File: config.mk
export PLATFORM = sky130hd
export DESIGN_NAME = occurrence_capped_filter
export DESIGN_NICKNAME = d
export VERILOG_FILES = /design/src/hdl/ocf_pkg.sv /design/src/hdl/ocf_ram.sv /design/src/hdl/ocf_apb.sv /design/src/hdl/ocf_ctrl.sv /design/src/hdl/occurrence_capped_filter.sv
export SDC_FILE = /design/constraint.sdc
export NUM_CORES = 2
export LEC_CHECK = 0
export BUFFER_PORTS_ARGS = -buffer_cell sky130_fd_sc_hd__buf_2
export CAP_MARGIN = 10
export CORE_AREA = 2 2 525 527
export DETAILED_ROUTE_END_ITERATION = 10
export DIE_AREA = 0 0 527 529
export PLACE_DENSITY_LB_ADDON = 0.3
export SYNTH_ARGS = -nofsm -noshare
export SYNTH_HDL_FRONTEND = slang
export SYNTH_SLANG_ARGS = --single-unit
File: constraint.sdc
create_clock -name clk_i -period 7.4 [get_ports clk_i]
set_input_delay 0.74 -clock clk_i [delete_from_list [all_inputs] [get_ports clk_i]]
set_output_delay 0.74 -clock clk_i [all_outputs]
set_load 0.01 [all_outputs]
File: src/hdl/ocf_pkg.sv
// shared types and constants of the occurrence capped filter
package ocf_pkg;

  localparam int unsigned DISTINCT_MAX_DEF = 64;
  localparam int unsigned VALUE_W          = 32;
  localparam int unsigned COUNT_W          = 8;
  localparam int unsigned ENTRY_W          = VALUE_W + COUNT_W;
  localparam int unsigned PADDR_W          = 3;
  localparam int unsigned PDATA_W          = 32;

  localparam logic [PADDR_W-1:0] REG_MAX_COUNT_ADDR = 3'd0;
  localparam logic [COUNT_W-1:0] MAX_COUNT_RST      = 8'd2;

  typedef struct packed {
    logic [VALUE_W-1:0] value;
    logic [COUNT_W-1:0] count;
  } entry_t;

endpackage

File: src/hdl/ocf_ram.sv
// generic single write port, single read port ram with registered read
module ocf_ram #(
  parameter int unsigned WIDTH = 8,
  parameter int unsigned DEPTH = 64,
  localparam int unsigned AW   = $clog2(DEPTH)
) (
  input  logic             clk_i,
  input  logic             we_i,
  input  logic [AW-1:0]    waddr_i,
  input  logic [WIDTH-1:0] wdata_i,
  input  logic [AW-1:0]    raddr_i,
  output logic [WIDTH-1:0] rdata_o
);

  logic [WIDTH-1:0] mem [DEPTH];
  logic [WIDTH-1:0] rdata_q;

  always_ff @(posedge clk_i) begin
    if (we_i) begin
      mem[waddr_i] <= wdata_i;
    end
    rdata_q <= mem[raddr_i];
  end

  assign rdata_o = rdata_q;

endmodule

File: src/hdl/ocf_apb.sv
// apb configuration register block holding the occurrence limit
module ocf_apb
  import ocf_pkg::*;
(
  input  logic               clk_i,
  input  logic               rst_ni,
  input  logic               psel,
  input  logic               penable,
  input  logic               pwrite,
  input  logic [PADDR_W-1:0] paddr,
  input  logic [PDATA_W-1:0] pwdata,
  output logic [PDATA_W-1:0] prdata,
  output logic               pready,
  output logic [COUNT_W-1:0] max_count_o
);

  logic [COUNT_W-1:0] max_count_q, max_count_d;
  logic               sel_max_count;

  assign sel_max_count = paddr[PADDR_W-1:2] == REG_MAX_COUNT_ADDR[PADDR_W-1:2];
  assign pready        = 1'b1;

  always_comb begin
    max_count_d = max_count_q;
    if (psel && penable && pwrite && pready && sel_max_count) begin
      max_count_d = pwdata[COUNT_W-1:0];
    end
  end

  always_ff @(posedge clk_i or negedge rst_ni) begin
    if (!rst_ni) begin
      max_count_q <= MAX_COUNT_RST;
    end else begin
      max_count_q <= max_count_d;
    end
  end

  assign prdata      = sel_max_count ? {{(PDATA_W-COUNT_W){1'b0}}, max_count_q} : '0;
  assign max_count_o = max_count_q;

endmodule

File: src/hdl/ocf_ctrl.sv
// sequencer scanning the value table one entry per cycle through a shared comparator
module ocf_ctrl
  import ocf_pkg::*;
#(
  parameter int unsigned DISTINCT_MAX = DISTINCT_MAX_DEF,
  localparam int unsigned AW          = $clog2(DISTINCT_MAX),
  localparam int unsigned UW          = AW + 1
) (
  input  logic               clk_i,
  input  logic               rst_ni,
  input  logic [COUNT_W-1:0] max_count_i,
  input  logic               s_tvalid_i,
  output logic               s_tready_o,
  input  logic [VALUE_W-1:0] s_tdata_i,
  input  logic               s_tlast_i,
  output logic               m_tvalid_o,
  input  logic               m_tready_i,
  output logic [VALUE_W-1:0] m_tdata_o,
  output logic [1:0]         m_tuser_o,
  output logic               m_tlast_o,
  output logic               ram_we_o,
  output logic [AW-1:0]      ram_waddr_o,
  output logic [ENTRY_W-1:0] ram_wdata_o,
  output logic [AW-1:0]      ram_raddr_o,
  input  logic [ENTRY_W-1:0] ram_rdata_i
);

  typedef enum logic [1:0] {
    ST_IDLE,
    ST_SCAN,
    ST_OUT
  } state_e;

  state_e             state_q;
  logic [VALUE_W-1:0] value_q;
  logic               last_q;
  logic [UW-1:0]      idx_q;
  logic               chk_q;
  logic [AW-1:0]      chk_idx_q;
  logic [UW-1:0]      used_q;
  logic               keep_q;
  logic               ovf_q;
  logic               m_valid_q;
  logic [VALUE_W-1:0] m_value_q;
  logic               m_last_q;
  logic               m_keep_q;
  logic               m_ovf_q;

  entry_t             rd_entry;
  entry_t             wr_entry;
  logic [COUNT_W-1:0] limit;
  logic               hit;
  logic               more;
  logic               full;
  logic               decide;
  logic               below;

  assign rd_entry = entry_t'(ram_rdata_i);
  assign limit    = (max_count_i == '0) ? COUNT_W'(1) : max_count_i;
  assign hit      = chk_q && (rd_entry.value == value_q);
  assign more     = idx_q < used_q;
  assign full     = used_q == UW'(DISTINCT_MAX);
  assign decide   = (state_q == ST_SCAN) && (hit || !more);
  assign below    = rd_entry.count < limit;

  always_comb begin
    wr_entry.value = value_q;
    wr_entry.count = hit ? rd_entry.count + COUNT_W'(1) : COUNT_W'(1);
  end

  assign ram_we_o    = decide && (hit ? below : !full);
  assign ram_waddr_o = hit ? chk_idx_q : used_q[AW-1:0];
  assign ram_wdata_o = wr_entry;
  assign ram_raddr_o = idx_q[AW-1:0];

  always_ff @(posedge clk_i or negedge rst_ni) begin
    if (!rst_ni) begin
      state_q   <= ST_IDLE;
      value_q   <= '0;
      last_q    <= 1'b0;
      idx_q     <= '0;
      chk_q     <= 1'b0;
      chk_idx_q <= '0;
      used_q    <= '0;
      keep_q    <= 1'b0;
      ovf_q     <= 1'b0;
      m_valid_q <= 1'b0;
      m_value_q <= '0;
      m_last_q  <= 1'b0;
      m_keep_q  <= 1'b0;
      m_ovf_q   <= 1'b0;
    end else begin
      if (m_valid_q && m_tready_i && (state_q != ST_OUT)) begin
        m_valid_q <= 1'b0;
      end
      case (state_q)
        ST_IDLE: begin
          if (s_tvalid_i) begin
            value_q <= s_tdata_i;
            last_q  <= s_tlast_i;
            idx_q   <= '0;
            chk_q   <= 1'b0;
            state_q <= ST_SCAN;
          end
        end
        ST_SCAN: begin
          if (decide) begin
            keep_q  <= hit ? below : 1'b1;
            ovf_q   <= !hit && full;
            chk_q   <= 1'b0;
            state_q <= ST_OUT;
            if (last_q) begin
              used_q <= '0;
            end else if (!hit && !full) begin
              used_q <= used_q + UW'(1);
            end
          end else begin
            chk_q     <= 1'b1;
            chk_idx_q <= idx_q[AW-1:0];
            idx_q     <= idx_q + UW'(1);
          end
        end
        ST_OUT: begin
          if (!m_valid_q || m_tready_i) begin
            m_valid_q <= 1'b1;
            m_value_q <= value_q;
            m_last_q  <= last_q;
            m_keep_q  <= keep_q;
            m_ovf_q   <= ovf_q;
            state_q   <= ST_IDLE;
          end
        end
        default: begin
          state_q <= ST_IDLE;
        end
      endcase
    end
  end

  assign s_tready_o = state_q == ST_IDLE;
  assign m_tvalid_o = m_valid_q;
  assign m_tdata_o  = m_value_q;
  assign m_tuser_o  = {m_ovf_q, m_keep_q};
  assign m_tlast_o  = m_last_q;

`ifndef SYNTHESIS
  a_used_bound: assert property (@(posedge clk_i) disable iff (!rst_ni)
    used_q <= UW'(DISTINCT_MAX))
    else $error("table fill count beyond depth");

  a_ovf_keeps: assert property (@(posedge clk_i) disable iff (!rst_ni)
    (m_valid_q && m_ovf_q) |-> m_keep_q)
    else $error("overflow result not kept");

  a_write_in_scan: assert property (@(posedge clk_i) disable iff (!rst_ni)
    ram_we_o |-> (state_q == ST_SCAN) && decide)
    else $error("table write outside a decision");

  a_last_clears: assert property (@(posedge clk_i) disable iff (!rst_ni)
    (decide && last_q) |=> (used_q == '0))
    else $error("last transaction did not clear the table");
`endif

endmodule

File: src/hdl/occurrence_capped_filter.sv
// top level of the occurrence capped filter
//
// channel   direction  fields (lowest bit first)
// s_axis    in         tdata: value[31:0]; tlast: last
// m_axis    out        tdata: value_out[31:0]; tuser: keep, overflow; tlast: last_out
// apb       in/out     max_count at byte address 0
//
// an item's time from one accept to the next grows with the table fill count, DISTINCT_MAX worst case,
// set by the table scan: one entry per cycle through the registered ram read port
// a match ends the scan early; s_axis_tready is high only between items
// reset empties the table at once through the fill count, no clearing pass
// a stalled m_axis holds the finished result and the next item waits in the output step
module occurrence_capped_filter
  import ocf_pkg::*;
#(
  parameter int unsigned DISTINCT_MAX = DISTINCT_MAX_DEF
) (
  input  logic               clk_i,
  input  logic               rst_ni,
  input  logic               s_axis_tvalid,
  output logic               s_axis_tready,
  input  logic [VALUE_W-1:0] s_axis_tdata,   // value[31:0]
  input  logic               s_axis_tlast,
  output logic               m_axis_tvalid,
  input  logic               m_axis_tready,
  output logic [VALUE_W-1:0] m_axis_tdata,   // value_out[31:0]
  output logic [1:0]         m_axis_tuser,   // keep, overflow
  output logic               m_axis_tlast,
  input  logic               psel,
  input  logic               penable,
  input  logic               pwrite,
  input  logic [PADDR_W-1:0] paddr,
  input  logic [PDATA_W-1:0] pwdata,
  output logic [PDATA_W-1:0] prdata,
  output logic               pready
);

  localparam int unsigned AW = $clog2(DISTINCT_MAX);

  logic [COUNT_W-1:0] max_count;
  logic               ram_we;
  logic [AW-1:0]      ram_waddr;
  logic [ENTRY_W-1:0] ram_wdata;
  logic [AW-1:0]      ram_raddr;
  logic [ENTRY_W-1:0] ram_rdata;

  ocf_apb u_apb (
    .clk_i       (clk_i),
    .rst_ni      (rst_ni),
    .psel        (psel),
    .penable     (penable),
    .pwrite      (pwrite),
    .paddr       (paddr),
    .pwdata      (pwdata),
    .prdata      (prdata),
    .pready      (pready),
    .max_count_o (max_count)
  );

  ocf_ram #(
    .WIDTH (ENTRY_W),
    .DEPTH (DISTINCT_MAX)
  ) u_table (
    .clk_i   (clk_i),
    .we_i    (ram_we),
    .waddr_i (ram_waddr),
    .wdata_i (ram_wdata),
    .raddr_i (ram_raddr),
    .rdata_o (ram_rdata)
  );

  ocf_ctrl #(
    .DISTINCT_MAX (DISTINCT_MAX)
  ) u_ctrl (
    .clk_i       (clk_i),
    .rst_ni      (rst_ni),
    .max_count_i (max_count),
    .s_tvalid_i  (s_axis_tvalid),
    .s_tready_o  (s_axis_tready),
    .s_tdata_i   (s_axis_tdata),
    .s_tlast_i   (s_axis_tlast),
    .m_tvalid_o  (m_axis_tvalid),
    .m_tready_i  (m_axis_tready),
    .m_tdata_o   (m_axis_tdata),
    .m_tuser_o   (m_axis_tuser),
    .m_tlast_o   (m_axis_tlast),
    .ram_we_o    (ram_we),
    .ram_waddr_o (ram_waddr),
    .ram_wdata_o (ram_wdata),
    .ram_raddr_o (ram_raddr),
    .ram_rdata_i (ram_rdata)
  );

endmodule

==> impl_metrics.yaml <==
finish:
  post-route-util_pct: 43.18
  multi_input_area_sq_um: 22400
  final_cell_mix: "edfxtp_1 (2560), mux4_2 (840), clkbuf_16 (287)"
  postLayoutCellArea_sq_um: 117800
  n_fill_cell: 23030
  syn2layout_area_growth_pct: 14.08
  final_common_cell: "edfxtp_1"
  seq_area_sq_um: 80290
  nets: 4688
  layout-drive-gt1-share_pct: 34.56
synth:
  synth_enable_flop_cells: 2560
  synth_area_sq_um: 103300
  ys_top_cells_by_area: "edfxtp_1 (74%), mux4_2 (18%), dfrtp_1 (2.4%), dfxtp_1 (0.78%), clkbuf_1 (0.54%)"
  netlist.area_leader.share_pct: 74.43
  ys_async_sr_fraction_pct: 3.775
  syn_area_per_cell_sq_um: 24.22
  ys_types: 65
  yosys_most_used_dff: "edfxtp_1"
  ys.warnings.count: 0
  synth_cells: 4265
  ys_seq_area_share_pct: 77.68
  synth_top_area_cell: "edfxtp_1"
  synth-seq-cells: 2702
timing:
  max_freq_mhz: 188.3
  hold_viol: 0
  final_max_slew_viol_count: 0
  post-route-min-period_ns: 5.310
  setup_tns_ns: 0
  slew_headroom_pct: 15.42
  clock_skew_ns: 0.07784
  setup_viol: 0
  tightest_slew_ns: 1.262
  finalCritPeriodShare_pct: 71.75
  rsz0062_at_grt: "no"
placement:
  gp_congestion: 0.8098
  hpwl_mm: 143.1
  placedInstanceArea_sq_um: 109200
  io_buffer_count: 93
routing:
  drc: 0
  totalWireLength_mm: 263.0
  routedWlPerCell_microns: 31.36
  drtAntennaViolNets: 0
  via_per_inst: 5.651
  dr.pass1.iters: 5
  via_count: 47400
  drt_iter0_markers: 5858
status:
  status: "finished, final reports clean"
clock_tree:
  clockRootBuffer: "clkbuf_16"
  clk_latency_ns: 0.87
  cts_tree: "yes"
  clock_path_buffers: 4
  cts_resized: 0
  clock-sinks: 2702
  htree_levels: 5
  clk_pin_slew_worst_paths_ns: 0.06
  cts_buffers: 278
global_route:
  antenna_found_initial: 12
  grt_pass1_wl_mm: 368.1
  grt_max_degree: 144
  grt_usage_pct: 18.67
  grt_pass1_vias: 47760
  overflow: 0
min_path:
  holdPathStages: 3
  worstHoldEndpoint: "u_ctrl.value_q[3]$_DFFE_PN0P_"
  min_path_type: "in -> reg"
  hp-start: "s_axis_tdata[3]"
pwr:
  power_switching_w: 0.01320
  clkPwrFrac_pct: 30.2
  irDropWorstVdd_v: 0.0003017
  p_comb_share_pct: 26.8
  total_power_w: 0.04429
  cellLeakagePower_nw: 35.94
  swShare_pct: 29.82
  power_density_nw_per_um2: 375.9
  seqPwrFrac_pct: 43.0
  power.internal_w: 0.03108
critical_path:
  worstPathRequired_ns: 7.84
  endpoint_kind: "flop"
  r2r_cells: 10
  r2r-end: "u_table.mem[41][1]$_DFFE_PP_"
  worst_ep_arrival_time_ns: 5.75
  path_max_fanout: 67
  start_kind: "flop"
  r2r_start: "u_ctrl.value_q[6]$_DFFE_PN0P_"
  ff2ff_setup_slack_ns: 2.09
  critical_path_class: "reg -> reg"
floorplan:
  die_y_microns: 529
  die-area_sq_um: 278800
  die_w_microns: 527
  initial_core_util_pct: 37.85
  num_rows: 192
  core-area_sq_um: 272900
  io_pins: 145
flow_run:
  cap_violations: 0
==> power by group through the flow <==
stage | sequential, W | clock, W | combinational, W
global placement | 0.0193 | 0 | 0.0119
detailed placement | 0.0194 | 0 | 0.0120
CTS | 0.0190 | 0.0136 | 0.0121
finish | 0.0190 | 0.0134 | 0.0119
global route | 0.0191 | 0.0142 | 0.0125
floorplan | 0.0202 | 0 | 0.00678
==> stage by stage <==
| step | hold slack, ns | instances | worst slack (ns) |
|---|---|---|---|
| 2_1_floorplan | 0.4393 | 4288 | -0.01143 |
| 3_3_place_gp | 0.4731 | 7903 | 2.205 |
| 3_5_place_dp | 0.4896 | 7903 | 2.067 |
| 4_1_cts | 0.03119 | 8383 | 1.999 |
| 5_1_grt | 0.07133 | 8385 | 1.776 |
| 6_report | 0.08566 | 8388 | 2.090 |
==> worst max-delay path, stage by stage (launching register included) <==
cell     delay (ns)
dfrtp_2        0.34
buf_4          0.53
xor2_1         0.18
or4bb_1        0.58
nor4_4         0.28
nand3_2        0.11
buf_4          0.26
mux2_2         0.47
nand2_1        0.37
nor3_2         0.91
buf_4          0.76
==> layer usage <==
| metal | share of wire, % | track usage [%] | vias up | wire length (microns) |
|---|---|---|---|---|
| li1 | - | - | 18920 | - |
| met5 | 0.0068 | 0 | - | 18 |
| met1 | 42 | 26.11 | 26410 | 109500 |
| met4 | 2.3 | 4.798 | 2 | 6022 |
| met2 | 49 | 30.68 | 1725 | 130200 |
| met3 | 6.6 | 2.882 | 342 | 17320 |
==> layout make-up <==
cell class / count / share of cell area [%]
clock inverters: 114 / 0.8017
inverters: 18 / 0.06371
repair buffers: 278 / 1.712
diodes: 4 / 0.008495
multi-input cells: 1318 / 19.01
well taps: 3589 / 3.811
flip-flops and latches: 2702 / 68.14
clock buffers: 365 / 6.449
==> flip-flops by register name, summed over array words and instances (netlist names), 2 cells and up <==
signal	count
u_ctrl.idx_q	7
u_table.rdata_o	40
u_ctrl.value_q	32
u_ctrl.state_q	2
u_apb.max_count_o	8
u_table.mem	2560
u_ctrl.used_q	7
u_ctrl.chk_idx_q	6
u_ctrl.m_tdata_o	32
==> cells in the mapped netlist (5+ instances only) <==
cell type     n
edfxtp_1   2560
mux4_2      840
clkbuf_1    149
nand2_1     124
dfrtp_1     101
nor3_1       50
mux2_2       49
buf_1        44
dfxtp_1      40
nor4_1       31
buf_4        29
buf_2        25
nor2_1       25
xnor2_1      21
xor2_1       20
ha_1         17
inv_1        17
nand4_1      14
nand3_1      12
o21ai_0       9
nand2b_1      7
and3_1        5
==> worst max-delay path by stage <==
stage / slack, ns / end / from
floorplan: -0.01 / u_table.mem[25][0]$_DFFE_PP_ / u_ctrl.value_q[30]$_DFFE_PN0P_
global placement: 2.21 / u_table.mem[41][23]$_DFFE_PP_ / u_ctrl.value_q[6]$_DFFE_PN0P_
detailed placement: 2.07 / u_table.mem[41][0]$_DFFE_PP_ / u_ctrl.value_q[6]$_DFFE_PN0P_
CTS: 2.00 / u_table.mem[41][1]$_DFFE_PP_ / u_ctrl.value_q[6]$_DFFE_PN0P_
global route: 1.78 / u_table.mem[41][1]$_DFFE_PP_ / u_ctrl.value_q[6]$_DFFE_PN0P_
finish: 2.09 / u_table.mem[41][1]$_DFFE_PP_ / u_ctrl.value_q[6]$_DFFE_PN0P_
==> logic make-up (layout without fill, tap and decap cells) <==
| group | count (synthesis) | after routing | share of synthesized area [%] |
|---|---|---|---|
| mux | 893 | 893 | 18.90 |
| compound gates | 45 | 45 | 0.3077 |
| buf+inv | 268 | 775 | 1.131 |
| other cells | 2 | 29 | 0.007271 |
| simple gates | 297 | 297 | 1.425 |
| fa+ha+maj | 17 | 17 | 0.2059 |
| xor+xnor | 41 | 41 | 0.3477 |
| flops | 2702 | 2702 | 77.68 |
==> what timing repair did <==
action / CTS / global route
setup endpoints to repair: 0 / 0
hold buffers: 1 / 0
endpoints found under the hold margin: 49 / 0
setup buffers: 0 / 0
Note: power is estimated with default switching activity, not from simulation.
